File: src/rtl/core/fbb_pkg.sv
// ----------------------------------------------------------------------------
// Free block bitmap package
// Shared sizes, action codes, sequencer states and interface structs.
// ----------------------------------------------------------------------------
package fbb_pkg;

  localparam int unsigned FBB_MAX_ENTRIES = 1024;
  localparam int unsigned FBB_IDX_W       = $clog2(FBB_MAX_ENTRIES);
  localparam int unsigned FBB_CNT_W       = FBB_IDX_W + 1;
  localparam int unsigned FBB_CFG_W       = 11;
  localparam int unsigned FBB_BYTES       = (FBB_MAX_ENTRIES + 7) / 8;
  localparam int unsigned FBB_ADDR_W      = $clog2(FBB_BYTES);
  localparam int unsigned FBB_NBYTES_W    = FBB_CNT_W - 3;

  typedef enum logic [2:0] {
    ACT_READ      = 3'd0,
    ACT_SET       = 3'd1,
    ACT_CLEAR     = 3'd2,
    ACT_SET_ALL   = 3'd3,
    ACT_CLEAR_ALL = 3'd4,
    ACT_FIND      = 3'd5
  } action_e;

  typedef enum logic [2:0] {
    BU_NONE,
    BU_SET,
    BU_CLEAR,
    BU_FILL_ONE,
    BU_FILL_ZERO
  } byte_op_e;

  typedef enum logic [2:0] {
    ST_IDLE,
    ST_ACCESS,
    ST_FILL,
    ST_FIND,
    ST_RESULT
  } state_e;

  // Request from the sequencer to the byte store.
  typedef struct packed {
    logic                  rd;
    logic                  wr;
    logic [FBB_ADDR_W-1:0] addr;
    logic [7:0]            wdata;
  } mem_req_t;

  // One result; the last field sits in the lowest bit.
  typedef struct packed {
    logic                 out_of_range;
    logic [FBB_IDX_W-1:0] found_index;
    logic                 found;
    logic                 bit_value;
  } result_t;

endpackage

File: src/rtl/core/fbb_ram.sv
// ----------------------------------------------------------------------------
// Generic RAM
// One write port and one read port with registered read data.
// ----------------------------------------------------------------------------
module fbb_ram #(
  parameter int unsigned WIDTH = 8,
  parameter int unsigned DEPTH = 128
) (
  input  logic                     clk_i,
  input  logic                     we_i,
  input  logic [$clog2(DEPTH)-1:0] waddr_i,
  input  logic [WIDTH-1:0]         wdata_i,
  input  logic                     re_i,
  input  logic [$clog2(DEPTH)-1:0] raddr_i,
  output logic [WIDTH-1:0]         rdata_o
);

  logic [WIDTH-1:0] mem_q [DEPTH];
  logic [WIDTH-1:0] rdata_q;

  always_ff @(posedge clk_i) begin
    if (we_i) begin
      mem_q[waddr_i] <= wdata_i;
    end
    if (re_i) begin
      rdata_q <= mem_q[raddr_i];
    end
  end

  assign rdata_o = rdata_q;

endmodule

File: src/rtl/core/fbb_byte_unit.sv
// ----------------------------------------------------------------------------
// Bitmap byte unit
// Shared byte datapath: bit test, bit update, byte fill and first-clear search.
// ----------------------------------------------------------------------------
module fbb_byte_unit (
  input  fbb_pkg::byte_op_e op_i,
  input  logic [7:0]        byte_i,
  input  logic [2:0]        pos_i,
  input  logic [3:0]        nvalid_i,
  output logic [7:0]        byte_o,
  output logic              bit_o,
  output logic              zero_found_o,
  output logic [2:0]        zero_pos_o
);
  import fbb_pkg::*;

  logic [7:0] mask;

  // Entry k of a byte lives at bit 7-k.
  assign mask  = 8'h80 >> pos_i;
  assign bit_o = |(byte_i & mask);

  always_comb begin
    case (op_i)
      BU_SET:       byte_o = byte_i | mask;
      BU_CLEAR:     byte_o = byte_i & ~mask;
      BU_FILL_ONE:  byte_o = 8'hFF;
      BU_FILL_ZERO: byte_o = 8'h00;
      default:      byte_o = byte_i;
    endcase
  end

  // Lowest clear entry among the first nvalid entries of the byte.
  always_comb begin
    zero_found_o = 1'b0;
    zero_pos_o   = 3'd0;
    for (int k = 7; k >= 0; k--) begin
      if (!byte_i[7-k] && (4'(k) < nvalid_i)) begin
        zero_found_o = 1'b1;
        zero_pos_o   = 3'(k);
      end
    end
  end

endmodule

File: src/rtl/core/fbb_ctrl.sv
// ----------------------------------------------------------------------------
// Bitmap sequencer
// Walks the byte store for each action and drives the shared byte unit.
// ----------------------------------------------------------------------------
module fbb_ctrl (
  input  logic                          clk_i,
  input  logic                          rst_ni,
  input  logic [fbb_pkg::FBB_CNT_W-1:0] count_i,
  input  logic                          in_valid_i,
  output logic                          in_ready_o,
  input  fbb_pkg::action_e              act_i,
  input  logic [fbb_pkg::FBB_IDX_W-1:0] idx_i,
  output fbb_pkg::mem_req_t             mem_req_o,
  input  logic [7:0]                    rdata_i,
  output logic                          res_valid_o,
  input  logic                          res_ready_i,
  output fbb_pkg::result_t              res_o
);
  import fbb_pkg::*;

  state_e                  state_q, state_d;
  action_e                 act_q, act_d;
  logic [FBB_IDX_W-1:0]    idx_q, idx_d;
  logic [FBB_ADDR_W-1:0]   addr_q, addr_d;
  result_t                 res_q, res_d;

  logic [FBB_CNT_W-1:0]    cnt_pad;
  logic [FBB_NBYTES_W-1:0] nbytes;
  logic [FBB_NBYTES_W-1:0] last_byte;
  logic [FBB_ADDR_W-1:0]   last_addr;
  logic                    no_bytes;
  logic                    idx_oor;
  logic [FBB_CNT_W-1:0]    rem;
  logic [3:0]              find_nvalid;

  byte_op_e                bu_op;
  logic [2:0]              bu_pos;
  logic [3:0]              bu_nvalid;
  logic [7:0]              bu_byte;
  logic                    bu_bit;
  logic                    bu_zero_found;
  logic [2:0]              bu_zero_pos;

  // Bytes covering the entries in use: ceil(count / 8).
  assign cnt_pad   = count_i + FBB_CNT_W'(7);
  assign nbytes    = cnt_pad[FBB_CNT_W-1:3];
  assign last_byte = nbytes - 1'b1;
  assign last_addr = last_byte[FBB_ADDR_W-1:0];
  assign no_bytes  = (nbytes == '0);
  assign idx_oor   = ({1'b0, idx_i} >= count_i);

  // Entries of the byte under test that still lie below the count.
  assign rem         = count_i - FBB_CNT_W'({addr_q, 3'b000});
  assign find_nvalid = (rem >= FBB_CNT_W'(8)) ? 4'd8 : rem[3:0];

  fbb_byte_unit u_byte_unit (
    .op_i         (bu_op),
    .byte_i       (rdata_i),
    .pos_i        (bu_pos),
    .nvalid_i     (bu_nvalid),
    .byte_o       (bu_byte),
    .bit_o        (bu_bit),
    .zero_found_o (bu_zero_found),
    .zero_pos_o   (bu_zero_pos)
  );

  always_comb begin
    state_d = state_q;
    case (state_q)
      ST_IDLE: begin
        if (in_valid_i) begin
          case (act_i)
            ACT_READ, ACT_SET, ACT_CLEAR: state_d = idx_oor ? ST_RESULT : ST_ACCESS;
            ACT_SET_ALL, ACT_CLEAR_ALL:   state_d = no_bytes ? ST_RESULT : ST_FILL;
            ACT_FIND:                     state_d = no_bytes ? ST_RESULT : ST_FIND;
            default:                      state_d = ST_RESULT;
          endcase
        end
      end
      ST_ACCESS: state_d = ST_RESULT;
      ST_FILL: begin
        if (addr_q == last_addr) begin
          state_d = ST_RESULT;
        end
      end
      ST_FIND: begin
        if (bu_zero_found || (addr_q == last_addr)) begin
          state_d = ST_RESULT;
        end
      end
      ST_RESULT: begin
        if (res_ready_i) begin
          state_d = ST_IDLE;
        end
      end
      default: state_d = ST_IDLE;
    endcase
  end

  always_comb begin
    act_d       = act_q;
    idx_d       = idx_q;
    addr_d      = addr_q;
    res_d       = res_q;
    mem_req_o   = '0;
    in_ready_o  = 1'b0;
    res_valid_o = 1'b0;
    bu_op       = BU_NONE;
    bu_pos      = idx_q[2:0];
    bu_nvalid   = find_nvalid;
    case (state_q)
      ST_IDLE: begin
        in_ready_o = 1'b1;
        if (in_valid_i) begin
          act_d  = act_i;
          idx_d  = idx_i;
          addr_d = '0;
          res_d  = '0;
          case (act_i)
            ACT_READ, ACT_SET, ACT_CLEAR: begin
              if (idx_oor) begin
                res_d.out_of_range = 1'b1;
              end else begin
                mem_req_o.rd   = 1'b1;
                mem_req_o.addr = idx_i[FBB_IDX_W-1:3];
              end
            end
            ACT_FIND: begin
              mem_req_o.rd   = !no_bytes;
              mem_req_o.addr = '0;
            end
            default: ;
          endcase
        end
      end
      ST_ACCESS: begin
        if (act_q == ACT_SET) begin
          bu_op = BU_SET;
        end else if (act_q == ACT_CLEAR) begin
          bu_op = BU_CLEAR;
        end
        if (act_q inside {ACT_SET, ACT_CLEAR}) begin
          mem_req_o.wr    = 1'b1;
          mem_req_o.addr  = idx_q[FBB_IDX_W-1:3];
          mem_req_o.wdata = bu_byte;
        end
        res_d.bit_value = (act_q == ACT_READ) && bu_bit;
      end
      ST_FILL: begin
        bu_op           = (act_q == ACT_SET_ALL) ? BU_FILL_ONE : BU_FILL_ZERO;
        mem_req_o.wr    = 1'b1;
        mem_req_o.addr  = addr_q;
        mem_req_o.wdata = bu_byte;
        addr_d          = addr_q + 1'b1;
      end
      ST_FIND: begin
        if (bu_zero_found) begin
          res_d.found       = 1'b1;
          res_d.found_index = {addr_q, bu_zero_pos};
        end else begin
          // Reads run one byte ahead of the test; a read past the end is unused.
          mem_req_o.rd   = 1'b1;
          mem_req_o.addr = addr_q + 1'b1;
          addr_d         = addr_q + 1'b1;
        end
      end
      ST_RESULT: begin
        res_valid_o = 1'b1;
      end
      default: ;
    endcase
  end

  always_ff @(posedge clk_i or negedge rst_ni) begin
    if (!rst_ni) begin
      state_q <= ST_IDLE;
      act_q   <= ACT_READ;
      addr_q  <= '0;
    end else begin
      state_q <= state_d;
      act_q   <= act_d;
      addr_q  <= addr_d;
    end
  end

  always_ff @(posedge clk_i) begin
    idx_q <= idx_d;
    res_q <= res_d;
  end

  assign res_o = res_q;

endmodule

File: src/rtl/core/free_block_bitmap.sv
// ----------------------------------------------------------------------------
// Free block bitmap
// Block-in-use bitmap over up to 1024 entries, stored as 128 bytes with the
// most significant bit first, with single-bit and whole-map actions.
// ----------------------------------------------------------------------------
// Steps: an out-of-range or unused action goes straight to its result, and
// read/set/clear pass the access state; set-all/clear-all fill the N bytes,
// N = ceil(count/8) <= 128, and find tests them in turn up to a clear entry.
// Throughput: one item at a time; the byte store port and the byte unit
// serve one byte per cycle, so the next item waits until this one is done.
// Reset: the store reads as all zeros at once through per-byte valid flags.
// ----------------------------------------------------------------------------
module free_block_bitmap (
  input  logic        clk_i,
  input  logic        rst_ni,

  // Configuration: entries_in_use.
  input  logic                          cfg_valid_i,
  output logic                          cfg_ready_o,
  input  logic [fbb_pkg::FBB_CFG_W-1:0] cfg_data_i,

  // Input items.
  input  logic        s_axis_tvalid,
  output logic        s_axis_tready,
  input  logic [15:0] s_axis_tdata,  // [9:0] entry_index
  input  logic [2:0]  s_axis_tuser,  // [2:0] action

  // Results.
  output logic        m_axis_tvalid,
  input  logic        m_axis_tready,
  output logic [15:0] m_axis_tdata   // [0] bit_value, [1] found,
                                     // [11:2] found_index, [12] out_of_range
);
  import fbb_pkg::*;

  logic [FBB_CFG_W-1:0]  entries_q;
  logic [FBB_CNT_W-1:0]  count_eff;

  mem_req_t              mem_req;
  logic [7:0]            ram_rdata;
  logic [7:0]            rdata;
  logic [FBB_BYTES-1:0]  byte_vld_q;
  logic                  rd_vld_q;

  logic                  res_valid;
  logic                  res_ready;
  result_t               res;
  logic                  out_valid_q;
  result_t               out_res_q;

  // The entry count register accepts a transfer in every cycle. Counts
  // beyond the capacity saturate to the capacity.
  assign cfg_ready_o = 1'b1;

  always_ff @(posedge clk_i or negedge rst_ni) begin
    if (!rst_ni) begin
      entries_q <= FBB_CFG_W'(FBB_MAX_ENTRIES);
    end else if (cfg_valid_i) begin
      entries_q <= cfg_data_i;
    end
  end

  assign count_eff = (entries_q > FBB_CFG_W'(FBB_MAX_ENTRIES))
                   ? FBB_CNT_W'(FBB_MAX_ENTRIES) : FBB_CNT_W'(entries_q);

  // Byte store. A byte that was never written since reset has its valid
  // flag low and reads as zero, which stands in for clearing at reset.
  fbb_ram #(
    .WIDTH (8),
    .DEPTH (FBB_BYTES)
  ) u_ram (
    .clk_i   (clk_i),
    .we_i    (mem_req.wr),
    .waddr_i (mem_req.addr),
    .wdata_i (mem_req.wdata),
    .re_i    (mem_req.rd),
    .raddr_i (mem_req.addr),
    .rdata_o (ram_rdata)
  );

  always_ff @(posedge clk_i or negedge rst_ni) begin
    if (!rst_ni) begin
      byte_vld_q <= '0;
      rd_vld_q   <= 1'b0;
    end else begin
      if (mem_req.wr) begin
        byte_vld_q[mem_req.addr] <= 1'b1;
      end
      if (mem_req.rd) begin
        rd_vld_q <= byte_vld_q[mem_req.addr];
      end
    end
  end

  assign rdata = rd_vld_q ? ram_rdata : 8'h00;

  // Sequencer with the shared byte unit.
  fbb_ctrl u_ctrl (
    .clk_i       (clk_i),
    .rst_ni      (rst_ni),
    .count_i     (count_eff),
    .in_valid_i  (s_axis_tvalid),
    .in_ready_o  (s_axis_tready),
    .act_i       (action_e'(s_axis_tuser)),
    .idx_i       (s_axis_tdata[FBB_IDX_W-1:0]),
    .mem_req_o   (mem_req),
    .rdata_i     (rdata),
    .res_valid_o (res_valid),
    .res_ready_i (res_ready),
    .res_o       (res)
  );

  // Output register. It parts the result side from the sequencer, so a new
  // item can be taken while the previous result still waits for transfer.
  assign res_ready = !out_valid_q || m_axis_tready;

  always_ff @(posedge clk_i or negedge rst_ni) begin
    if (!rst_ni) begin
      out_valid_q <= 1'b0;
    end else if (res_ready) begin
      out_valid_q <= res_valid;
    end
  end

  always_ff @(posedge clk_i) begin
    if (res_valid && res_ready) begin
      out_res_q <= res;
    end
  end

  assign m_axis_tvalid = out_valid_q;
  assign m_axis_tdata  = 16'(out_res_q);

  // The sequencer is busy in the cycle after it takes an item.
  a_busy_after_accept: assert property (@(posedge clk_i) disable iff (!rst_ni)
    (s_axis_tvalid && s_axis_tready) |=> !s_axis_tready)
    else $error("input taken while the previous item was in progress");

  // A found entry always lies below the entry count.
  a_found_in_range: assert property (@(posedge clk_i) disable iff (!rst_ni)
    (res_valid && res.found) |-> ({1'b0, res.found_index} < count_eff))
    else $error("find reported an entry at or beyond the count");

  // A result handed over is presented on the output the next cycle.
  a_result_loaded: assert property (@(posedge clk_i) disable iff (!rst_ni)
    (res_valid && res_ready) |=> (out_valid_q && (out_res_q == $past(res))))
    else $error("result lost between sequencer and output register");

endmodule

File: config.mk
export PLATFORM = sky130hd
export DESIGN_NAME = free_block_bitmap
export DESIGN_NICKNAME = d
export VERILOG_FILES = /design/src/rtl/core/fbb_pkg.sv /design/src/rtl/core/fbb_ram.sv /design/src/rtl/core/fbb_byte_unit.sv /design/src/rtl/core/fbb_ctrl.sv /design/src/rtl/core/free_block_bitmap.sv
export SDC_FILE = /design/constraint.sdc
export NUM_CORES = 1
export LEC_CHECK = 0
export BUFFER_PORTS_ARGS = -buffer_cell sky130_fd_sc_hd__buf_2
export CAP_MARGIN = 20
export CORE_MARGIN = 1.5
export CORE_UTILIZATION = 38
export CTS_CLUSTER_DIAMETER = 200
export DETAILED_ROUTE_END_ITERATION = 16
export HOLD_SLACK_MARGIN = 0.15
export PLACE_DENSITY_LB_ADDON = 0.15
export SYNTH_ARGS = -nofsm -noshare
export SYNTH_HDL_FRONTEND = slang
export SYNTH_HIERARCHICAL = 1
export SYNTH_SLANG_ARGS = --single-unit
File: constraint.sdc
create_clock -name clk_i -period 7.12 [get_ports clk_i]
set_input_delay 1.424 -clock clk_i [delete_from_list [all_inputs] [get_ports clk_i]]
set_output_delay 1.424 -clock clk_i [all_outputs]
set_load 0.05 [all_outputs]
# --- Word level (Yosys, flattened, before mapping) ---
# Memories as Yosys holds them, arrays and structs flattened. A register that Yosys moved wholly into a read port is not among the register bits.
# Index checks and enable logic that the tools add are counted.
totals:
  output_inout_bits: 19
  n_memories: 1
  ramBits: 1024
  wordCells: 164
  register_bits: 190
mem_list:
  columns: ["name", "depth", "width", "rd", "rd_clocked_by_memory_dff", "wr", "line", "text"]
  rows:
  - ["u_ram.mem_q", 128, 8, 1, 1, 1, "fbb_ram.sv:18", "logic [WIDTH-1:0] mem_q [DEPTH];"]
classes:
  n_shift: 1
  n_mux: 62
  addsub: 4
  reduce_logical: 39
  order_cmp: 13
  bitwise: 5
  eq_ne: 23
op_table:
  columns: ["cell", "n"]
  rows:
  - ["128-bit OR", 1]
  - ["3-bit 2-to-1 mux", 17]
  - ["7-bit 2-to-1 mux", 6]
  - ["8-bit one-hot mux with 4 select lines", 1]
  - ["7-bit one-hot mux with 4 select lines", 1]
  - ["3-bit by 2-bit equality test with 1-bit output, second input constant", 8]
  - ["11-bit 2-to-1 mux", 2]
  - ["11-bit one-hot mux with 2 select lines", 1]
  - ["7-bit one-hot mux with 3 select lines", 1]
  - ["1-bit 2-to-1 mux", 18]
  - ["8-bit AND", 2]
  - ["3-bit by 4-bit less-than comparator with 1-bit output, first input constant", 4]
  - ["16-bit 2-to-1 mux", 1]
  - ["8-bit one-hot mux with 2 select lines", 1]
  - ["3-bit one-hot mux with 5 select lines", 1]
  - ["3-bit by 1-bit equality test with 1-bit output, second input constant", 4]
  - ["3-bit equality test, second input constant", 4]
  - ["12-bit 2-to-1 mux", 1]
  - ["11-bit by 3-bit adder with 11-bit output, second input constant", 1]
  - ["10-bit by 11-bit greater-or-equal comparator with 1-bit output", 1]
  - ["11-bit by 4-bit greater-or-equal comparator with 1-bit output, second input constant", 1]
  - ["11-bit > comparator, second input constant", 1]
  - ["1-bit logical AND", 11]
  - ["11-bit by 10-bit subtractor with 11-bit output", 1]
  - ["32 further kinds", 57]

# --- Depth between registers and ports, before layout ---
logic_depth:
  ltp_word: 22
  mapped_depth: 30

# --- Cells and area by module ---
# Netlist, hierarchy kept.
by_module_without_submodules:
  columns: ["mod", "cells_per_inst", "area_each_um2", "n_inst", "seq_area_each_um2"]
  rows:
  - ["fbb_ram", 1635, 39745.6, 1, 30989.7]
  - ["free_block_bitmap", 545, 6785.3, 1, 3920.0]
  - ["fbb_ctrl", 305, 2813.9, 1, 1016.0]
  - ["fbb_byte_unit", 93, 613.1, 1, 0.0]

# --- Least setup slack after synthesis ---
# No wires, ideal clock.
synth_path:
  path_kind: "reg2reg"
  from: "register entries_q[10]"
  to: "register u_ram.rdata_q[0] (netlist: u_ram/rdata_o[0]), read port of u_ram.mem_q, data pin"
  required_time_ns: 6.860
  setup_time_ns: 0.260
  n_path_buf: 4
  setup_slack_ns: 0.278
  arrival_ns: 6.582
  path_stages_with_launch: 27
  cell_sequence: "dfstp_2 -> clkbuf_1 -> nor2b_1 -> inv_1 -> ha_1 -> fa_1 -> nand2b_1 -> o21ai_0 -> o21ai_0 -> a22oi_1 -> nor2_1 -> and2_1 -> nor2b_1 -> o31ai_1 -> nor2b_1 -> nand2_1 -> and2b_1 -> buf_2 -> nor2_1 -> a21oi_1 -> a221o_1 -> clkbuf_1 -> buf_1 -> mux4_2 -> mux4_2 -> mux4_2 -> mux2_2"
synth_rtl:
  columns: ["item", "line", "text"]
  rows:
  - ["start, declared", "free_block_bitmap.sv:36", "logic [FBB_CFG_W-1:0] entries_q;"]
  - ["start signal, assigned", "free_block_bitmap.sv:57", "entries_q <= FBB_CFG_W'(FBB_MAX_ENTRIES);"]
  - ["start signal, assigned", "free_block_bitmap.sv:59", "entries_q <= cfg_data_i;"]
  - ["end, declared", "fbb_ram.sv:19", "logic [WIDTH-1:0] rdata_q;"]

==> results.txt <==
- Final std cell area, no fill: 58400 µm²
- The run finished with clean final reports.
- After synthesis, the netlist uses 88 different library cells.
- Most common cell in the synthesized netlist: sky130_fd_sc_hd__edfxtp_1
- Cell depth of the worst flop-to-flop path: 24
- Drt wl/cell: 26.0 µm
* CP Max Fanout: 17
- The number of hold violations in the final report was 0.
- Overall Global Routing Usage: 0.186
- By startpoint and endpoint, the worst setup path is classified as flop to flop.
* Relative area change from synthesis to final layout: 16.8%
- Tracing the worst setup path back leads to its startpoint at entries_q[10].
- Total power consumption of the routed design: 20100 µW
- After floorplanning, the core was sized to cover 130000 µm².
- WL final: 122000 µm
* Commonest register cell after synthesis: sky130_fd_sc_hd__edfxtp_1
- Measured against its own limit, the worst slew margin works out to 0.294.
* Number of nets with antenna violations after routing: 0
- Setup crit end kind: flop
- Power Dens Cells: 344 nW/µm²
- CTS Buf Count: 135
* I/O Pins: 54
- Entering global routing, the biggest net connects 85 pins.
* Required time at the endpoint of the critical path: 7640 ps
- Sum of overflow across all layers after global routing: 0
- In the final layout, the share of cells above drive strength 1 is 0.303.
* Detailed-route via count: 25650
- In this run the number of H-tree levels came out at 4.
* Post-synthesis async set-or-reset flop share: 0.126
- Arrival time at the worst endpoint: 7230 ps
* Via count of the first global-routing pass: 26745
* Max rail drop VDD: 0.247 mV
* Die Width: 366 µm
- Root buffer selected by CTS: sky130_fd_sc_hd__clkbuf_16
- No sink is reached through more buffers than the 3 on the longest clock path.
* Clock transition at the register clock pins on the worst setup and hold paths after CTS: 60 ps
* Area of the die: 134000 µm²
* Post-synthesis cell type with the largest combined area: sky130_fd_sc_hd__edfxtp_1
- After synthesis the netlist holds a flip-flop and latch count of 1222.
- On the final layout, the worst clock skew is 26.5 ps.
* Slew at the pin with the worst max-slew slack: 1050 ps
- Drt first pass iters: 5
- Layout net count: 2906
* Num rows: 132
- Mean cell area of the mapped netlist: 19.4 µm²
- The congestion estimate from routability-driven global placement came to 0.830.
- Post-Synthesis Cells: 2578
* Number of remaining DRC errors: 0
- Number of DRC markers in iteration 0: 2267
* Period Utilization, post-route: 0.942
- Setup violation total in the final timing report: 0
- HP Class: flop to flop
- Buffers placed on the I/O ports in this run total 43.
- Final Critical Period: 6710 ps
- The share of the Yosys chip area taken by registers is 0.719.
* Number of antenna violations at the first check in global routing: 4
- The worst setup path is launched from a flop.
- Yosys attributes the largest share of cell area to sky130_fd_sc_hd__edfxtp_1, sky130_fd_sc_hd__mux4_2, sky130_fd_sc_hd__dfrtp_1, sky130_fd_sc_hd__a21o_1, sky130_fd_sc_hd__nor2_1.
- TritonCTS built the clock tree.
* Leakage power total: 0.0202 µW
- Placed inst area: 53800 µm²
- Flop2flop setup slack: 410 ps
* Initial standard-cell utilization of the core: 0.384
* Average via count per standard cell: 5.46
- After legalization and detailed placement, the total HPWL measured 78000 µm.
* Proportion of netlist area held by the largest area contributor: 0.642
- In this run, synthesis inferred 1068 flip-flops with an integrated enable.
- Number of maximum-capacitance constraint violations: 0
* Number of cells on the worst hold path: 0
- The worst register-to-register path ends at u_ram/rdata_o[1].
* Ranking of synthesized cells by instance count: sky130_fd_sc_hd__edfxtp_1, sky130_fd_sc_hd__mux4_2, sky130_fd_sc_hd__nor2_1
- At the later pin of the worst-skew pair, clock insertion delay measures 780 ps.
- After synthesis the cells add up to 50000 µm².
* Final standard cell utilization of the core: 0.449
* Pins over their slew limit: 0
- The first global-routing pass estimated 181000 µm of wire.
- Hold-fix buffer count after cts: 0
- In this run the critical register-to-register path is launched from entries_q[10].
- Maximum frequency from static timing analysis: 149 MHz
* Die extent in y: 366 µm
- Clk sink count: 1222
- The repair_antennas step left the layout with diodes totalling 0.
- In this run the worst setup path terminates at u_ram/rdata_o[1].
- Yosys printed 6 warnings.
==> repair_timing <==
action	in CTS	in global routing
resized for setup	0	8
buffers inserted	0	3
endpoints found under the setup margin	0	17
hold endpoints to repair	0	0
==> per-layer routing <==
metal,share of wire,up-vias,GRT usage
li1,-,11042,-
met1,0.44,13724,0.255
met2,0.49,693,0.304
met3,0.049,189,0.0314
met4,0.026,2,0.0605
met5,0.000082,-,0
==> cells in the final DEF, fill, tap and decap left out, types with 34 or more instances in the layout <==
cell type / instances
sky130_fd_sc_hd__buf_4: 208
sky130_fd_sc_hd__mux2i_1: 45
sky130_fd_sc_hd__dfrtp_1: 153
sky130_fd_sc_hd__nand3_1: 38
sky130_fd_sc_hd__nand2_1: 56
sky130_fd_sc_hd__o21ai_0: 34
sky130_fd_sc_hd__clkbuf_16: 142
sky130_fd_sc_hd__buf_2: 42
sky130_fd_sc_hd__edfxtp_1: 1068
sky130_fd_sc_hd__a21o_1: 89
sky130_fd_sc_hd__mux4_2: 338
sky130_fd_sc_hd__nor2_1: 166
sky130_fd_sc_hd__o21bai_1: 39
==> report_power, final <==
part | switching [µW] | internal (µW) | leakage, µW | total [µW]
Combinational | 2690 | 2060 | 0.00596 | 4750
Sequential | 101 | 8270 | 0.0120 | 8370
Clock | 2790 | 4140 | 0.00216 | 6930
Total | 5580 | 14500 | 0.0202 | 20100
==> cells by family (layout without fill, tap and decap cells) <==
family,count (synthesis),in the layout,share of synthesized area
AOI/OAI and AO/OA,288,288,0.0428
xor gates and xnor gates,13,13,0.00258
adders and majority gates,20,20,0.00516
buffers and inverters,179,556,0.0176
DFF,1222,1222,0.719
muxes,411,411,0.168
other,2,4,0.000150
and+or+nand+nor,443,443,0.0448
==> flip-flops by register name, indices dropped and copies added (netlist names), 3 cells and up <==
register,flops
u_ram/mem_q,1024
byte_vld_q,128
m_axis_tdata,13
u_ctrl/res_o,13
entries_q,11
u_ctrl/idx_q,10
u_ram/rdata_o,8
u_ctrl/addr_q,7
u_ctrl/act_q,3
u_ctrl/state_q,3
==> cell type report <==
| class | count | area, µm² |
|---|---|---|
| flip-flops and latches | 1222 | 35900 |
| well taps | 1742 | 2180 |
| inverters | 30 | 113 |
| clock inverters | 66 | 706 |
| repair buffers | 283 | 2450 |
| multi-input cells | 1179 | 13300 |
| clock buffers | 177 | 3710 |
| fillers | 11168 | 71600 |
==> metrics by stage <==
step | setup WS (ps) | setup TNS [ps] | std cells | hold WS [ps]
final | 414 | 0 | 4699 | 420
after global routing | -7.74 | -7.74 | 4699 | 431
after CTS | 313 | 0 | 4691 | 424
after detailed placement | 332 | 0 | 4448 | 410
after global placement | 323 | 0 | 4448 | 405
after floorplan | 278 | 0 | 2580 | 400
==> worst max-delay path, cell delays in order, from the launching register on <==
cell,delay (ps)
sky130_fd_sc_hd__dfstp_2,400
sky130_fd_sc_hd__nor2b_1,160
sky130_fd_sc_hd__inv_1,90
sky130_fd_sc_hd__ha_1,230
sky130_fd_sc_hd__fa_1,440
sky130_fd_sc_hd__xor2_1,180
sky130_fd_sc_hd__nand3_1,100
sky130_fd_sc_hd__nor3_1,170
sky130_fd_sc_hd__nand4_1,200
sky130_fd_sc_hd__nor2_1,230
sky130_fd_sc_hd__and2_1,270
sky130_fd_sc_hd__or2b_1,260
sky130_fd_sc_hd__a22oi_1,230
sky130_fd_sc_hd__nor2_1,80
sky130_fd_sc_hd__nand2_1,100
sky130_fd_sc_hd__and2b_1,240
sky130_fd_sc_hd__nor2_1,140
sky130_fd_sc_hd__a21oi_1,70
sky130_fd_sc_hd__a221o_4,470
sky130_fd_sc_hd__buf_12,210
sky130_fd_sc_hd__buf_12,170
sky130_fd_sc_hd__mux4_2,480
sky130_fd_sc_hd__mux4_2,570
sky130_fd_sc_hd__mux4_2,600
sky130_fd_sc_hd__mux2_2,300
==> worst min path at each step <==
stage,startpoint,endpoint,slack [ps]
after floorplan,u_ctrl/res_o[0],m_axis_tdata[0],400
after global placement,u_ctrl/res_o[6],m_axis_tdata[6],400
after detailed placement,u_ctrl/res_o[2],m_axis_tdata[2],410
after CTS,u_ctrl/res_o[2],m_axis_tdata[2],420
after global routing,u_ctrl/res_o[11],m_axis_tdata[11],430
final,u_ctrl/res_o[2],m_axis_tdata[2],420
(Power assumes the default switching activity.)
